<file path="src/rtl/core/adne_pkg.sv">
`default_nettype none
// ----------------------------------------------------------------------------
// adne_pkg
// shared constants, types and helpers of the advertising-data name extractor
// ----------------------------------------------------------------------------
package adne_pkg;

	localparam int NAME_MAX  = 28;
	localparam int LEN_W     = 5;
	localparam int BYTE_W    = 8;
	// name buffers: staging, kept, two queued reports, one streaming
	localparam int NBANK     = 5;
	localparam int BANK_W    = 3;
	localparam int ADDR_W    = BANK_W + LEN_W;
	localparam int MEM_DEPTH = NBANK * (1 << LEN_W);

	localparam logic [BYTE_W-1:0] TYPE_SHORT_NAME = 8'h08;
	localparam logic [BYTE_W-1:0] TYPE_FULL_NAME  = 8'h09;

	typedef logic [NBANK-1:0] bank_mask_t;

	// finished report handed from the parser to the streamer
	typedef struct packed {
		logic [BANK_W-1:0] bank;
		logic [LEN_W-1:0]  len;
	} handoff_t;

	// name buffer write port
	typedef struct packed {
		logic              en;
		logic [ADDR_W-1:0] addr;
		logic [BYTE_W-1:0] data;
	} wr_t;

	function automatic bank_mask_t bank_onehot(input logic [BANK_W-1:0] bank);
		bank_onehot = bank_mask_t'(1) << bank;
	endfunction

endpackage
`default_nettype wire

</file>
<file path="src/rtl/core/adne_if.sv">
`default_nettype none
// ----------------------------------------------------------------------------
// adne channel interfaces
// valid/ready channels for advertising bytes in and name bytes out
// ----------------------------------------------------------------------------
interface adne_in_if;
	logic                       valid;
	logic                       ready;
	logic [adne_pkg::BYTE_W-1:0] ad_byte;
	logic                       report_end;

	modport source (output valid, ad_byte, report_end, input ready);
	modport sink   (input valid, ad_byte, report_end, output ready);
endinterface

interface adne_out_if;
	logic                       valid;
	logic                       ready;
	logic [adne_pkg::BYTE_W-1:0] name_char;
	logic [adne_pkg::LEN_W-1:0]  name_length;
	logic                       last_char;

	modport source (output valid, name_char, name_length, last_char, input ready);
	modport sink   (input valid, name_char, name_length, last_char, output ready);
endinterface
`default_nettype wire

</file>
<file path="src/rtl/core/adne_front.sv">
`default_nettype none
// ----------------------------------------------------------------------------
// adne_front
// accepts advertising bytes, walks length/type/data structures, stages names
// ----------------------------------------------------------------------------
module adne_front (
	input  wire logic                     clk,
	input  wire logic                     arst_n,
	adne_in_if.sink                       in_ch,
	input  wire logic                     cfg_we,
	input  wire logic [adne_pkg::LEN_W-1:0] cfg_wdata,
	input  wire logic                     q_full,
	input  wire adne_pkg::bank_mask_t     busy_mask,
	output adne_pkg::wr_t                 wr,
	output logic                          push,
	output adne_pkg::handoff_t            hand
);
	import adne_pkg::*;

	typedef enum logic [2:0] {
		PH_LEN  = 3'b001,
		PH_TYPE = 3'b010,
		PH_DATA = 3'b100
	} phase_t;

	typedef enum logic [1:0] {
		KIND_NONE  = 2'd0,
		KIND_SHORT = 2'd1,
		KIND_FULL  = 2'd2
	} kind_t;

	phase_t              phase_q, phase_d;
	kind_t               kind_q, kind_d;
	logic [BYTE_W-1:0]   left_q, left_d, left_dec;
	logic                stop_q, stop_d;
	logic [LEN_W-1:0]    slen_q, slen_d, klen_q, klen_d;
	logic [BANK_W-1:0]   sbank_q, sbank_d, kbank_q, kbank_d, alloc;
	logic [LEN_W-1:0]    limit_q, eff_limit;
	logic                acc, finish, wr_en_c;
	bank_mask_t          in_use;

	assign in_ch.ready = !q_full;
	assign acc         = in_ch.valid && in_ch.ready;
	assign eff_limit   = (limit_q > LEN_W'(NAME_MAX)) ? LEN_W'(NAME_MAX) : limit_q;
	assign left_dec    = left_q - BYTE_W'(1);
	assign in_use      = bank_onehot(sbank_q) | bank_onehot(kbank_q) | busy_mask;

	// lowest free buffer becomes the next kept buffer at report end
	always_comb begin
		alloc = '0;
		for (int i = NBANK - 1; i >= 0; i--) begin
			if (!in_use[i]) begin
				alloc = BANK_W'(i);
			end
		end
	end

	always_comb begin
		phase_d = phase_q;
		kind_d  = kind_q;
		left_d  = left_q;
		stop_d  = stop_q;
		slen_d  = slen_q;
		klen_d  = klen_q;
		sbank_d = sbank_q;
		kbank_d = kbank_q;
		finish  = 1'b0;
		wr_en_c = 1'b0;
		if (!stop_q) begin
			unique case (phase_q)
				PH_LEN: begin
					if (in_ch.ad_byte == '0) begin
						stop_d = 1'b1;
					end else begin
						left_d  = in_ch.ad_byte;
						phase_d = PH_TYPE;
					end
				end
				PH_TYPE: begin
					left_d = left_dec;
					if (in_ch.ad_byte == TYPE_SHORT_NAME) begin
						kind_d = KIND_SHORT;
					end else if (in_ch.ad_byte == TYPE_FULL_NAME) begin
						kind_d = KIND_FULL;
					end else begin
						kind_d = KIND_NONE;
					end
					slen_d = '0;
					if (left_dec == '0) begin
						finish = 1'b1;
					end else begin
						phase_d = PH_DATA;
					end
				end
				PH_DATA: begin
					if (kind_q != KIND_NONE && slen_q < eff_limit) begin
						wr_en_c = 1'b1;
						slen_d  = slen_q + LEN_W'(1);
					end
					left_d = left_dec;
					if (left_dec == '0) begin
						finish = 1'b1;
					end
				end
				default: begin
					phase_d = PH_LEN;
				end
			endcase
			// a finished name swaps staging and kept buffers instead of copying
			if (finish) begin
				if (kind_d != KIND_NONE) begin
					klen_d  = slen_d;
					kbank_d = sbank_q;
					sbank_d = kbank_q;
					if (kind_d == KIND_FULL) begin
						stop_d = 1'b1;
					end
				end
				kind_d  = KIND_NONE;
				phase_d = PH_LEN;
			end
		end
		hand.bank = kbank_d;
		hand.len  = klen_d;
		if (in_ch.report_end) begin
			klen_d  = '0;
			slen_d  = '0;
			left_d  = '0;
			phase_d = PH_LEN;
			kind_d  = KIND_NONE;
			stop_d  = 1'b0;
			kbank_d = alloc;
		end
	end

	assign push    = acc && in_ch.report_end;
	assign wr.en   = acc && wr_en_c;
	assign wr.addr = {sbank_q, slen_q};
	assign wr.data = in_ch.ad_byte;

	always_ff @(posedge clk or negedge arst_n) begin
		if (!arst_n) begin
			phase_q <= PH_LEN;
			kind_q  <= KIND_NONE;
			left_q  <= '0;
			stop_q  <= 1'b0;
			slen_q  <= '0;
			klen_q  <= '0;
			sbank_q <= BANK_W'(0);
			kbank_q <= BANK_W'(1);
		end else if (acc) begin
			phase_q <= phase_d;
			kind_q  <= kind_d;
			left_q  <= left_d;
			stop_q  <= stop_d;
			slen_q  <= slen_d;
			klen_q  <= klen_d;
			sbank_q <= sbank_d;
			kbank_q <= kbank_d;
		end
	end

	always_ff @(posedge clk or negedge arst_n) begin
		if (!arst_n) begin
			limit_q <= LEN_W'(NAME_MAX);
		end else if (cfg_we) begin
			limit_q <= cfg_wdata;
		end
	end

`ifndef SYNTH
	a_banks_distinct: assert property (@(posedge clk) disable iff (!arst_n)
		sbank_q != kbank_q)
		else $error("staging and kept buffers coincide");

	a_data_has_bytes: assert property (@(posedge clk) disable iff (!arst_n)
		phase_q == PH_DATA |-> left_q != '0)
		else $error("data phase with no bytes left");

	a_hand_free: assert property (@(posedge clk) disable iff (!arst_n)
		push |-> (busy_mask & bank_onehot(hand.bank)) == '0)
		else $error("handed buffer still queued or streaming");
`endif
endmodule
`default_nettype wire

</file>
<file path="src/rtl/core/adne_queue.sv">
`default_nettype none
// ----------------------------------------------------------------------------
// adne_queue
// two-entry queue of finished reports between parser and streamer
// ----------------------------------------------------------------------------
module adne_queue (
	input  wire logic                  clk,
	input  wire logic                  arst_n,
	input  wire logic                  push,
	input  wire adne_pkg::handoff_t    push_data,
	input  wire logic                  pop,
	output adne_pkg::handoff_t         head,
	output logic                       head_valid,
	output logic                       full,
	output adne_pkg::bank_mask_t       used_mask
);
	import adne_pkg::*;

	handoff_t entry_q [2];
	logic [1:0] vld_q;
	logic       wr_ptr_q, rd_ptr_q;

	assign head       = entry_q[rd_ptr_q];
	assign head_valid = vld_q[rd_ptr_q];
	assign full       = &vld_q;

	always_comb begin
		used_mask = '0;
		for (int i = 0; i < 2; i++) begin
			if (vld_q[i]) begin
				used_mask = used_mask | bank_onehot(entry_q[i].bank);
			end
		end
	end

	always_ff @(posedge clk) begin
		if (push) begin
			entry_q[wr_ptr_q] <= push_data;
		end
	end

	always_ff @(posedge clk or negedge arst_n) begin
		if (!arst_n) begin
			vld_q    <= '0;
			wr_ptr_q <= 1'b0;
			rd_ptr_q <= 1'b0;
		end else begin
			if (push) begin
				vld_q[wr_ptr_q] <= 1'b1;
				wr_ptr_q        <= !wr_ptr_q;
			end
			if (pop) begin
				vld_q[rd_ptr_q] <= 1'b0;
				rd_ptr_q        <= !rd_ptr_q;
			end
		end
	end
endmodule
`default_nettype wire

</file>
<file path="src/rtl/core/adne_back.sv">
`default_nettype none
// ----------------------------------------------------------------------------
// adne_back
// name buffer memory and streamer that sends one name byte per transaction
// ----------------------------------------------------------------------------
module adne_back (
	input  wire logic                  clk,
	input  wire logic                  arst_n,
	input  wire adne_pkg::wr_t         wr,
	input  wire logic                  q_valid,
	input  wire adne_pkg::handoff_t    q_head,
	output logic                       pop,
	output adne_pkg::bank_mask_t       cur_mask,
	adne_out_if.source                 out_ch
);
	import adne_pkg::*;

	logic [BYTE_W-1:0] mem [MEM_DEPTH];

	logic              cur_valid_q;
	logic [BANK_W-1:0] cur_bank_q;
	logic [LEN_W-1:0]  cur_len_q, cur_idx_q, idx_inc;
	logic              issue, last, move_s1;

	logic              valid_s1;
	logic [BYTE_W-1:0] data_s1;
	logic [LEN_W-1:0]  len_s1;
	logic              last_s1;

	logic              out_valid_q;

	assign move_s1 = valid_s1 && (!out_valid_q || out_ch.ready);
	assign issue   = cur_valid_q && (!valid_s1 || move_s1);
	assign idx_inc = cur_idx_q + LEN_W'(1);
	// an empty name still gives one result
	assign last    = (cur_len_q == '0) || (idx_inc == cur_len_q);
	assign pop     = q_valid && (!cur_valid_q || (issue && last));
	assign cur_mask = cur_valid_q ? bank_onehot(cur_bank_q) : '0;

	always_ff @(posedge clk) begin
		if (wr.en) begin
			mem[wr.addr] <= wr.data;
		end
	end

	always_ff @(posedge clk) begin
		if (issue) begin
			data_s1 <= mem[{cur_bank_q, cur_idx_q}];
			len_s1  <= cur_len_q;
			last_s1 <= last;
		end
	end

	always_ff @(posedge clk or negedge arst_n) begin
		if (!arst_n) begin
			cur_valid_q <= 1'b0;
			cur_bank_q  <= '0;
			cur_len_q   <= '0;
			cur_idx_q   <= '0;
			valid_s1    <= 1'b0;
			out_valid_q <= 1'b0;
		end else begin
			if (pop) begin
				cur_valid_q <= 1'b1;
				cur_bank_q  <= q_head.bank;
				cur_len_q   <= q_head.len;
				cur_idx_q   <= '0;
			end else if (issue && last) begin
				cur_valid_q <= 1'b0;
			end else if (issue) begin
				cur_idx_q <= idx_inc;
			end
			if (issue) begin
				valid_s1 <= 1'b1;
			end else if (move_s1) begin
				valid_s1 <= 1'b0;
			end
			if (!out_valid_q || out_ch.ready) begin
				out_valid_q <= valid_s1;
			end
		end
	end

	always_ff @(posedge clk) begin
		if (move_s1) begin
			out_ch.name_char   <= (len_s1 == '0) ? '0 : data_s1;
			out_ch.name_length <= len_s1;
			out_ch.last_char   <= last_s1;
		end
	end

	assign out_ch.valid = out_valid_q;

`ifndef SYNTH
	a_no_write_streaming: assert property (@(posedge clk) disable iff (!arst_n)
		wr.en && cur_valid_q |-> wr.addr[ADDR_W-1 -: BANK_W] != cur_bank_q)
		else $error("write into the buffer being streamed");

	a_idx_in_range: assert property (@(posedge clk) disable iff (!arst_n)
		cur_valid_q |-> (cur_len_q == '0 || cur_idx_q < cur_len_q))
		else $error("stream index past name length");
`endif
endmodule
`default_nettype wire

</file>
<file path="src/rtl/core/adne_data_name_extractor_top.sv">
`default_nettype none
// names leave via queue entry, current-name registers, read stage, output register
// throughput: one advertising byte per cycle; names stream one byte per cycle
// while out_ch is ready; intake stalls only while two finished reports are queued
// reset: arst_n clears parser, queue and streamer control at once; name limit
// returns to 28; name buffers are not cleared and need no sweep
// ----------------------------------------------------------------------------
// adv_data_name_extractor_top
// local-name extractor for advertising reports: parser front end, report
// queue and name streamer back end
// ----------------------------------------------------------------------------
module adv_data_name_extractor_top (
	input  wire logic                       clk,
	input  wire logic                       arst_n,
	adne_in_if.sink                         in_ch,
	adne_out_if.source                      out_ch,
	input  wire logic                       cfg_we,
	input  wire logic [adne_pkg::LEN_W-1:0] cfg_wdata
);
	import adne_pkg::*;

	// parser to memory: name bytes written into the staging buffer
	wr_t        wr;
	// parser to queue: one transaction per finished report
	logic       push;
	handoff_t   hand;
	// queue to streamer
	logic       pop;
	handoff_t   q_head;
	logic       q_valid;
	logic       q_full;
	// buffers held downstream, kept away from the parser's allocator
	bank_mask_t q_used, cur_mask, busy_mask;

	assign busy_mask = q_used | cur_mask;

	// front: accepts bytes, tracks structures, swaps staging and kept buffers
	adne_front u_front (
		.clk       (clk),
		.arst_n    (arst_n),
		.in_ch     (in_ch),
		.cfg_we    (cfg_we),
		.cfg_wdata (cfg_wdata),
		.q_full    (q_full),
		.busy_mask (busy_mask),
		.wr        (wr),
		.push      (push),
		.hand      (hand)
	);

	// short queue decouples report intake from name streaming
	adne_queue u_queue (
		.clk        (clk),
		.arst_n     (arst_n),
		.push       (push),
		.push_data  (hand),
		.pop        (pop),
		.head       (q_head),
		.head_valid (q_valid),
		.full       (q_full),
		.used_mask  (q_used)
	);

	// back: reads the handed buffer and sends one byte per transaction
	adne_back u_back (
		.clk      (clk),
		.arst_n   (arst_n),
		.wr       (wr),
		.q_valid  (q_valid),
		.q_head   (q_head),
		.pop      (pop),
		.cur_mask (cur_mask),
		.out_ch   (out_ch)
	);
endmodule
`default_nettype wire
</file>
<file path="src/flat_wrapper.sv">
// flat-port wrapper written by rule: the top's interface ports become plain ports
module adv_data_name_extractor_top_flat import adne_pkg::*;
  (clk, arst_n, cfg_we, cfg_wdata, in_ch_valid, in_ch_ad_byte, in_ch_report_end, in_ch_ready, out_ch_valid, out_ch_name_char, out_ch_name_length, out_ch_last_char, out_ch_ready);
  adne_in_if in_ch_i ();
  adne_out_if out_ch_i ();
  input  wire logic clk;
  input  wire logic arst_n;
  input  wire logic cfg_we;
  input  wire logic [adne_pkg::LEN_W-1:0] cfg_wdata;
  input wire logic [$bits(in_ch_i.valid)-1:0] in_ch_valid;
  input wire logic [$bits(in_ch_i.ad_byte)-1:0] in_ch_ad_byte;
  input wire logic [$bits(in_ch_i.report_end)-1:0] in_ch_report_end;
  output wire logic [$bits(in_ch_i.ready)-1:0] in_ch_ready;
  output wire logic [$bits(out_ch_i.valid)-1:0] out_ch_valid;
  output wire logic [$bits(out_ch_i.name_char)-1:0] out_ch_name_char;
  output wire logic [$bits(out_ch_i.name_length)-1:0] out_ch_name_length;
  output wire logic [$bits(out_ch_i.last_char)-1:0] out_ch_last_char;
  input wire logic [$bits(out_ch_i.ready)-1:0] out_ch_ready;
  assign in_ch_i.valid = in_ch_valid;
  assign in_ch_i.ad_byte = in_ch_ad_byte;
  assign in_ch_i.report_end = in_ch_report_end;
  assign in_ch_ready = in_ch_i.ready;
  assign out_ch_valid = out_ch_i.valid;
  assign out_ch_name_char = out_ch_i.name_char;
  assign out_ch_name_length = out_ch_i.name_length;
  assign out_ch_last_char = out_ch_i.last_char;
  assign out_ch_i.ready = out_ch_ready;
  adv_data_name_extractor_top u_core (.clk(clk), .arst_n(arst_n), .in_ch(in_ch_i), .out_ch(out_ch_i), .cfg_we(cfg_we), .cfg_wdata(cfg_wdata));
endmodule
</file>
<file path="config.mk">
export PLATFORM = sky130hd
export DESIGN_NAME = adv_data_name_extractor_top_flat
export DESIGN_NICKNAME = d
export VERILOG_FILES = /design/src/rtl/core/adne_pkg.sv /design/src/rtl/core/adne_if.sv /design/src/rtl/core/adne_front.sv /design/src/rtl/core/adne_queue.sv /design/src/rtl/core/adne_back.sv /design/src/rtl/core/adne_data_name_extractor_top.sv /design/src/flat_wrapper.sv
export SDC_FILE = /design/constraint.sdc
export NUM_CORES = 1
export LEC_CHECK = 0
export BUFFER_PORTS_ARGS = -buffer_cell sky130_fd_sc_hd__buf_2
export CAP_MARGIN = 20
export CORE_UTILIZATION = 45
export DETAILED_ROUTE_END_ITERATION = 16
export MAX_ROUTING_LAYER = met4
export SYNTH_ARGS = -nofsm -noshare
export SYNTH_HDL_FRONTEND = slang
export SYNTH_HIERARCHICAL = 1
export SYNTH_SLANG_ARGS = --single-unit
</file>
<file path="constraint.sdc">
create_clock -name clk -period 4.39 [get_ports clk]
set_clock_uncertainty 0.05 [all_clocks]
set_input_delay 0.2195 -clock clk [delete_from_list [all_inputs] [get_ports clk]]
set_output_delay 0.2195 -clock clk [all_outputs]
set_load 0.02 [all_outputs]
</file>
# == After elaboration in Yosys (flattened, before gate mapping) ==
# Memory sizes are Yosys's and may differ from the RTL's. A register that Yosys moved wholly into a read port is not among the register bits.
# Cells that the tools add are included.
# op_classes
n_addsub,3
order_cmp,6
eq_ne,13
shifts,5
n_mux,70
bitwise_logic,8
n_reduce_logical,38
# ops
operator,count
2-to-1 mux 5 bit,14
2-to-1 mux 3 bit,14
2-to-1 mux 1 bit,25
"left shift 1 x 3 -> 5 bit, first input constant",5
2-to-1 mux 8 bit,3
bitwise OR 5 bit,4
2-to-1 mux 2 bit,9
"equality test 8 x 4 -> 1 bit, second input constant",2
logical NOT 8 bit,2
one-hot mux 8 bit (2 select lines),1
"adder 5 x 1 -> 5 bit, second input constant",2
logical AND 1 bit,10
logical NOT 5 bit,2
one-hot mux 5 bit (2 select lines),1
nonzero test 2 bit,5
one-hot mux 3 bit (3 select lines),1
"inequality test 4 bit, second input constant",2
AND reduction 4 bit,2
"subtractor 8 x 1 -> 8 bit, second input constant",1
logical NOT 1 bit,7
"inequality test 3 bit, second input constant",2
AND reduction 2 bit,3
equality test 5 bit,1
"> comparator 5 bit, second input constant",1
other kinds (18),24
# totals
ff_bits,67
ramBits,1296
input_bits,19
output_inout_bits,16
elab_cells,166
mem_count,2
# mem_list
memory,words,width,rd,rd_clocked_by_memory_dff,write_ports,line_no,rtl
u_core.u_back.mem,160,8,1,1,1,adne_back.sv:18,logic [BYTE_W-1:0] mem [MEM_DEPTH];
u_core.u_queue.entry_q,2,8,3,1,1,adne_queue.sv:19,handoff_t entry_q [2];

# == Longest topological paths before layout ==
# depth
ltp_word,12
ltp_mapped,12
ltp_nobuf,10

# == Modules after synthesis ==
# Netlist, hierarchy kept.
# modules_own_cells
mod,instances,cells_per_inst,area_per_inst_um2,seq_area_each_um2
adne_back,1,2489,51546.9,39678.1
adne_front,1,292,2491.1,882.1
adne_queue,1,54,862.1,580.6
adv_data_name_extractor_top,1,5,31.3,0.0

# == Least setup slack after synthesis ==
# Ideal clock, no wire load.
# synth_timing
kind,register -> register
startpoint,register u_core.u_front.limit_q[4]
endpoint,"memory u_core.u_back.mem[10][0], enable pin"
setup_time_ns,0.370
t_arrival_ns,2.867
required_time_ns,3.970
path_slack_ns,1.103
path_stages_with_launch,12
path_buffers,2
synth_period_minus_slack_ns,3.287
path_cell_list,dfstp_2 > inv_1 > ha_1 > a21oi_1 > o211ai_1 > nor2_1 > nand2_1 > nor4_1 > clkbuf_1 > clkbuf_1 > nand3_1 > nor2_1
# synth_lines
element,line_no,rtl
start: declaration,adne_front.sv:38,"logic [LEN_W-1:0] limit_q, eff_limit;"
start signal: assignment,adne_front.sv:165,limit_q <= LEN_W'(NAME_MAX);
start signal: assignment,adne_front.sv:167,limit_q <= cfg_wdata;
end: declaration,adne_back.sv:18,

==> results.md <==
* Crit path top cell by count: buf_4
* Combinational share of power at about 27%
* Num ports at 35
* Syn avg cell area at between 15 and 20 µm²
* Critical Path AT at 4.54 ns
* Combinational family with the most area after synthesis: multiplexers
* Synth warn at 6
* Syn Nets at 2867
* Flop2flop setup slack at between 0.2 and 0.25 ns
* All-Layer GR Usage at roughly 24%
* Routed wire per std cell at 29.38 µm
* Slew HR at between 20% and 30%
* Die area at about 0.12 mm²
* Reg2reg start: u_core/u_front/slen_q[2]$_DFFE_PN0P_
* #FFs+latches synth at 1379
* Status: complete, no violations
* Die height at about 350 µm
* Final worst slack at between 0.2 and 0.25 ns
* Leak pwr at around 20 nW
* Die width at between 300 and 400 µm
* Detailed Place HPWL at approximately 90 mm
* CTS Root Cell: clkbuf_16
* Crit path time final at 4.154 ns
* Sw Ratio at 30.16%
* Post-synth ARST share at around 4%
* H-tree Lvls at 4
* Min-delay src: in_ch_ad_byte[7]
* Vias/cell at between 6 and 7
* Cells after Synth at ~2.8k
* Placed cells at approximately 4.6k
* Sequential Power Share at 42.0%
* # port buffers at 34
* Yosys top cell area share at roughly 72%
* Worst vdd ir at about 0.45 mV
* Final Hold Fails at 0
* Crit path capture type: register
* R2r worst-path depth at 12
* TritonCTS clock tree: built
* Setup TNS at 0 ns
* Largest net degree at the start of global routing at 105
* Crit Path Class: register to register
* Final RePlAce weighted congestion at ~0.93
* Final antenna-violating net count at 0
* Final instance area at about 0.063 mm²
* P&R area growth vs syn at 14.40%
* DRC at 0
* Dpl ws at about 0.12 ns
* Power Total at around 37 mW
* DR vias at roughly 30k
* Max incr delay on CP at around 0.74 ns
* Most used flip-flop cell after synthesis: edfxtp_1
* FMAX at 240.7 MHz
* DRT Pass-1 Iters at 5
* Initial DRC Count at approximately 3.5k
* DRT Wirelength at around 140 mm
* Core area at ~0.12 mm²
* Simple-gate share of the synthesized area at between 4 and 5%
* Finished Layout Cells at slightly below 5k
* Pint at about 26 mW
* Hold slack at 0.007785 ns
* Pwr per Cell Area at slightly below 600 mW/mm²
* Seq/Total Area, Yosys at 74.89%
* Initial Util at a little under half
* Hold Crit Depth at 1
* Initial antenna violation count at 3
* Tcrit/Tclk final at a little over nine tenths
* Clock Sinks at approximately 1.4k
* Synth area leader: edfxtp_1
* Clock-pin slew of the registers on the worst-case setup and hold paths at 0.06 ns
* Post-Synth XOR/XNOR Area at less than 1%
* Top cell family by delay on the critical path: simple AND/OR/NAND/NOR gates
* CP Data Required Time at between 4 and 5 ns
* Post-synth cell types at 78
* Clock tree buffer depth at 3
* TritonCTS Buffers at approximately 140
* Share of post-route cells with drive strength above 1 at 25.02%
* Worst Path Max Fanout at 17
* EDFF count, synth at ~1.3k
* Buffers & Inverters on Critical Path at 4
* Post-layout util at about 52%
* Worst slew pin tran at approximately 1.1 ns
* RSZ-0062 raised after global routing: false
* Mapped cell area at between 0.05 and 0.06 mm²
* First-pass GRT wire length at approximately 210 mm
* Synth cell count leaders: 1324 x edfxtp_1, 277 x mux4_2, 217 x nor2_1
* Switch Pwr at 11.07 mW
* CP Launch Type: register
* Reg-to-reg endpoint: u_core/u_back/mem[140][1]$_DFFE_PP_
* Clock share of power at 31.2%
* Worst Hold End: u_core/u_back/mem[61][7]$_DFFE_PP_
* Max Cap Viol at 0
* Slew Limit Fails at 0
* Dpl cell area at between 0.05 and 0.06 mm²
* Mux share of post-synthesis cell area at between 10 and 15%
* Compound-cell area share of the yosys netlist at roughly 3.4%
* Post-CTS setup buffers at 0
* Overflow after GRT at 0
* Adder-cell area share of the yosys netlist at less than 1%
* Critical path's slowest cell: dfrtp_1
* Cell chain of the critical path: ha_1, a21oi_1, o211ai_1, nor2_1, nand2_1, nor4_2, buf_4, buf_4, nand4_1, buf_4, nor2_1, buf_4
* Row Count at 127
* Nets at approximately 3.1k
* Top-count cell post-synth: edfxtp_1
* Hold WC Path Type: input port to register
* Synth area leaders: edfxtp_1 72%, mux4_2 11%, mux2i_1 3.0%
* Vias in the first global route at 29.31k
* Final setup fails at 0
* Worst skew pair latency at 0.74 ns
-- placed cells by master (no fill, tap or decap), types with 33 or more instances in the layout --
master / netlist / layout
edfxtp_1: 1324 / 1324
mux4_2: 277 / 277
buf_4: 32 / 228
nor2_1: 217 / 214
mux2i_1: 165 / 165
clkbuf_16: 0 / 150
a22oi_1: 83 / 83
nand2_1: 79 / 79
nand3_1: 58 / 58
dfrtp_1: 50 / 46
o21ai_0: 34 / 34
clkbuf_1: 58 / 33
-- layout make-up --
cell class | count | area, µm²
inverters | 25 | 93.84
diodes | 2 | 5.005
fillers | 9550 | 57610
flip-flops and latches | 1379 | 41150
well taps | 1612 | 2017
repair buffers | 287 | 2310
multi-input cells | 1273 | 12870
clock inverters | 71 | 518.0
clock buffers | 183 | 3877
-- metal layers --
| layer | wire length, µm | global-route usage [%] | vias to the layer above | part of all wire (%) |
|---|---|---|---|---|
| met5 | 0 | - | - | 0 |
| met4 | 4281 | 7.587 | 0 | 3.0 |
| met3 | 11390 | 4.066 | 235 | 8.0 |
| met2 | 68220 | 37.31 | 1345 | 48 |
| met1 | 58070 | 32.91 | 15460 | 41 |
| li1 | - | - | 12140 | - |
-- worst reg2reg max path, stage by stage (launching register included) --
cell	delay (ns)
dfrtp_1	0.74
ha_1	0.37
a21oi_1	0.16
o211ai_1	0.13
nor2_1	0.30
nand2_1	0.11
nor4_2	0.45
buf_4	0.22
buf_4	0.21
nand4_1	0.30
buf_4	0.29
nor2_1	0.28
buf_4	0.25
-- power by group through the flow --
| stage | Combinational [mW] | Sequential (mW) | Clock [mW] |
|---|---|---|---|
| 3_3_place_gp | 9.72 | 15.7 | 0 |
| 4_1_cts | 9.87 | 15.4 | 11.6 |
| 6_report | 9.84 | 15.4 | 11.4 |
| 3_5_place_dp | 9.83 | 15.7 | 0 |
| 5_1_grt | 10.3 | 15.4 | 12.2 |
| 2_1_floorplan | 6.89 | 15.2 | 0 |
-- sequential cells by signal (all words and copies together), names as in the netlist, 8 cells and up --
signal and flops:
u_core/u_front/left_q 8, u_core/u_queue/entry_q 16, u_core/u_back/mem 1280, u_core/u_back/out_ch.name_char 8
u_core/u_back/data_s1 8
-- worst max-delay path by stage --
| stage | start | to | slack (ns) | cells after the start |
|---|---|---|---|---|
| floorplan | u_core/u_front/limit_q[4]$_DFFE_PN1P_ | u_core/u_back/mem[10][0]$_DFFE_PP_ | 1.10 | 11 |
| global placement | u_core/u_front/slen_q[2]$_DFFE_PN0P_ | u_core/u_back/mem[44][4]$_DFFE_PP_ | 0.17 | 11 |
| detailed placement | u_core/u_front/slen_q[2]$_DFFE_PN0P_ | u_core/u_back/mem[92][5]$_DFFE_PP_ | 0.12 | 11 |
| CTS | u_core/u_front/slen_q[2]$_DFFE_PN0P_ | u_core/u_back/mem[92][1]$_DFFE_PP_ | 0.11 | 11 |
| global route | u_core/u_front/slen_q[2]$_DFFE_PN0P_ | u_core/u_back/mem[158][6]$_DFFE_PP_ | 0.08 | 11 |
| finish | u_core/u_front/slen_q[2]$_DFFE_PN0P_ | u_core/u_back/mem[140][1]$_DFFE_PP_ | 0.24 | 12 |
-- kinds of logic after synthesis --
kind of cell / Yosys count
multiplexers: 471
AND/OR/NAND/NOR: 519
flip-flops: 1379
buffers and inverters: 188
AO/OA/AOI/OAI: 255
XOR/XNOR: 20
adder cells (fa/ha/maj): 8
-- what timing repair did --
action / 4_1_cts / 5_1_grt
hold buffers: 20 / 0
endpoints found under the hold margin: 183 / 0
setup endpoints to repair: 0 / 16
resized for setup: 0 / 2
Power figures use the tool's default switching activity.
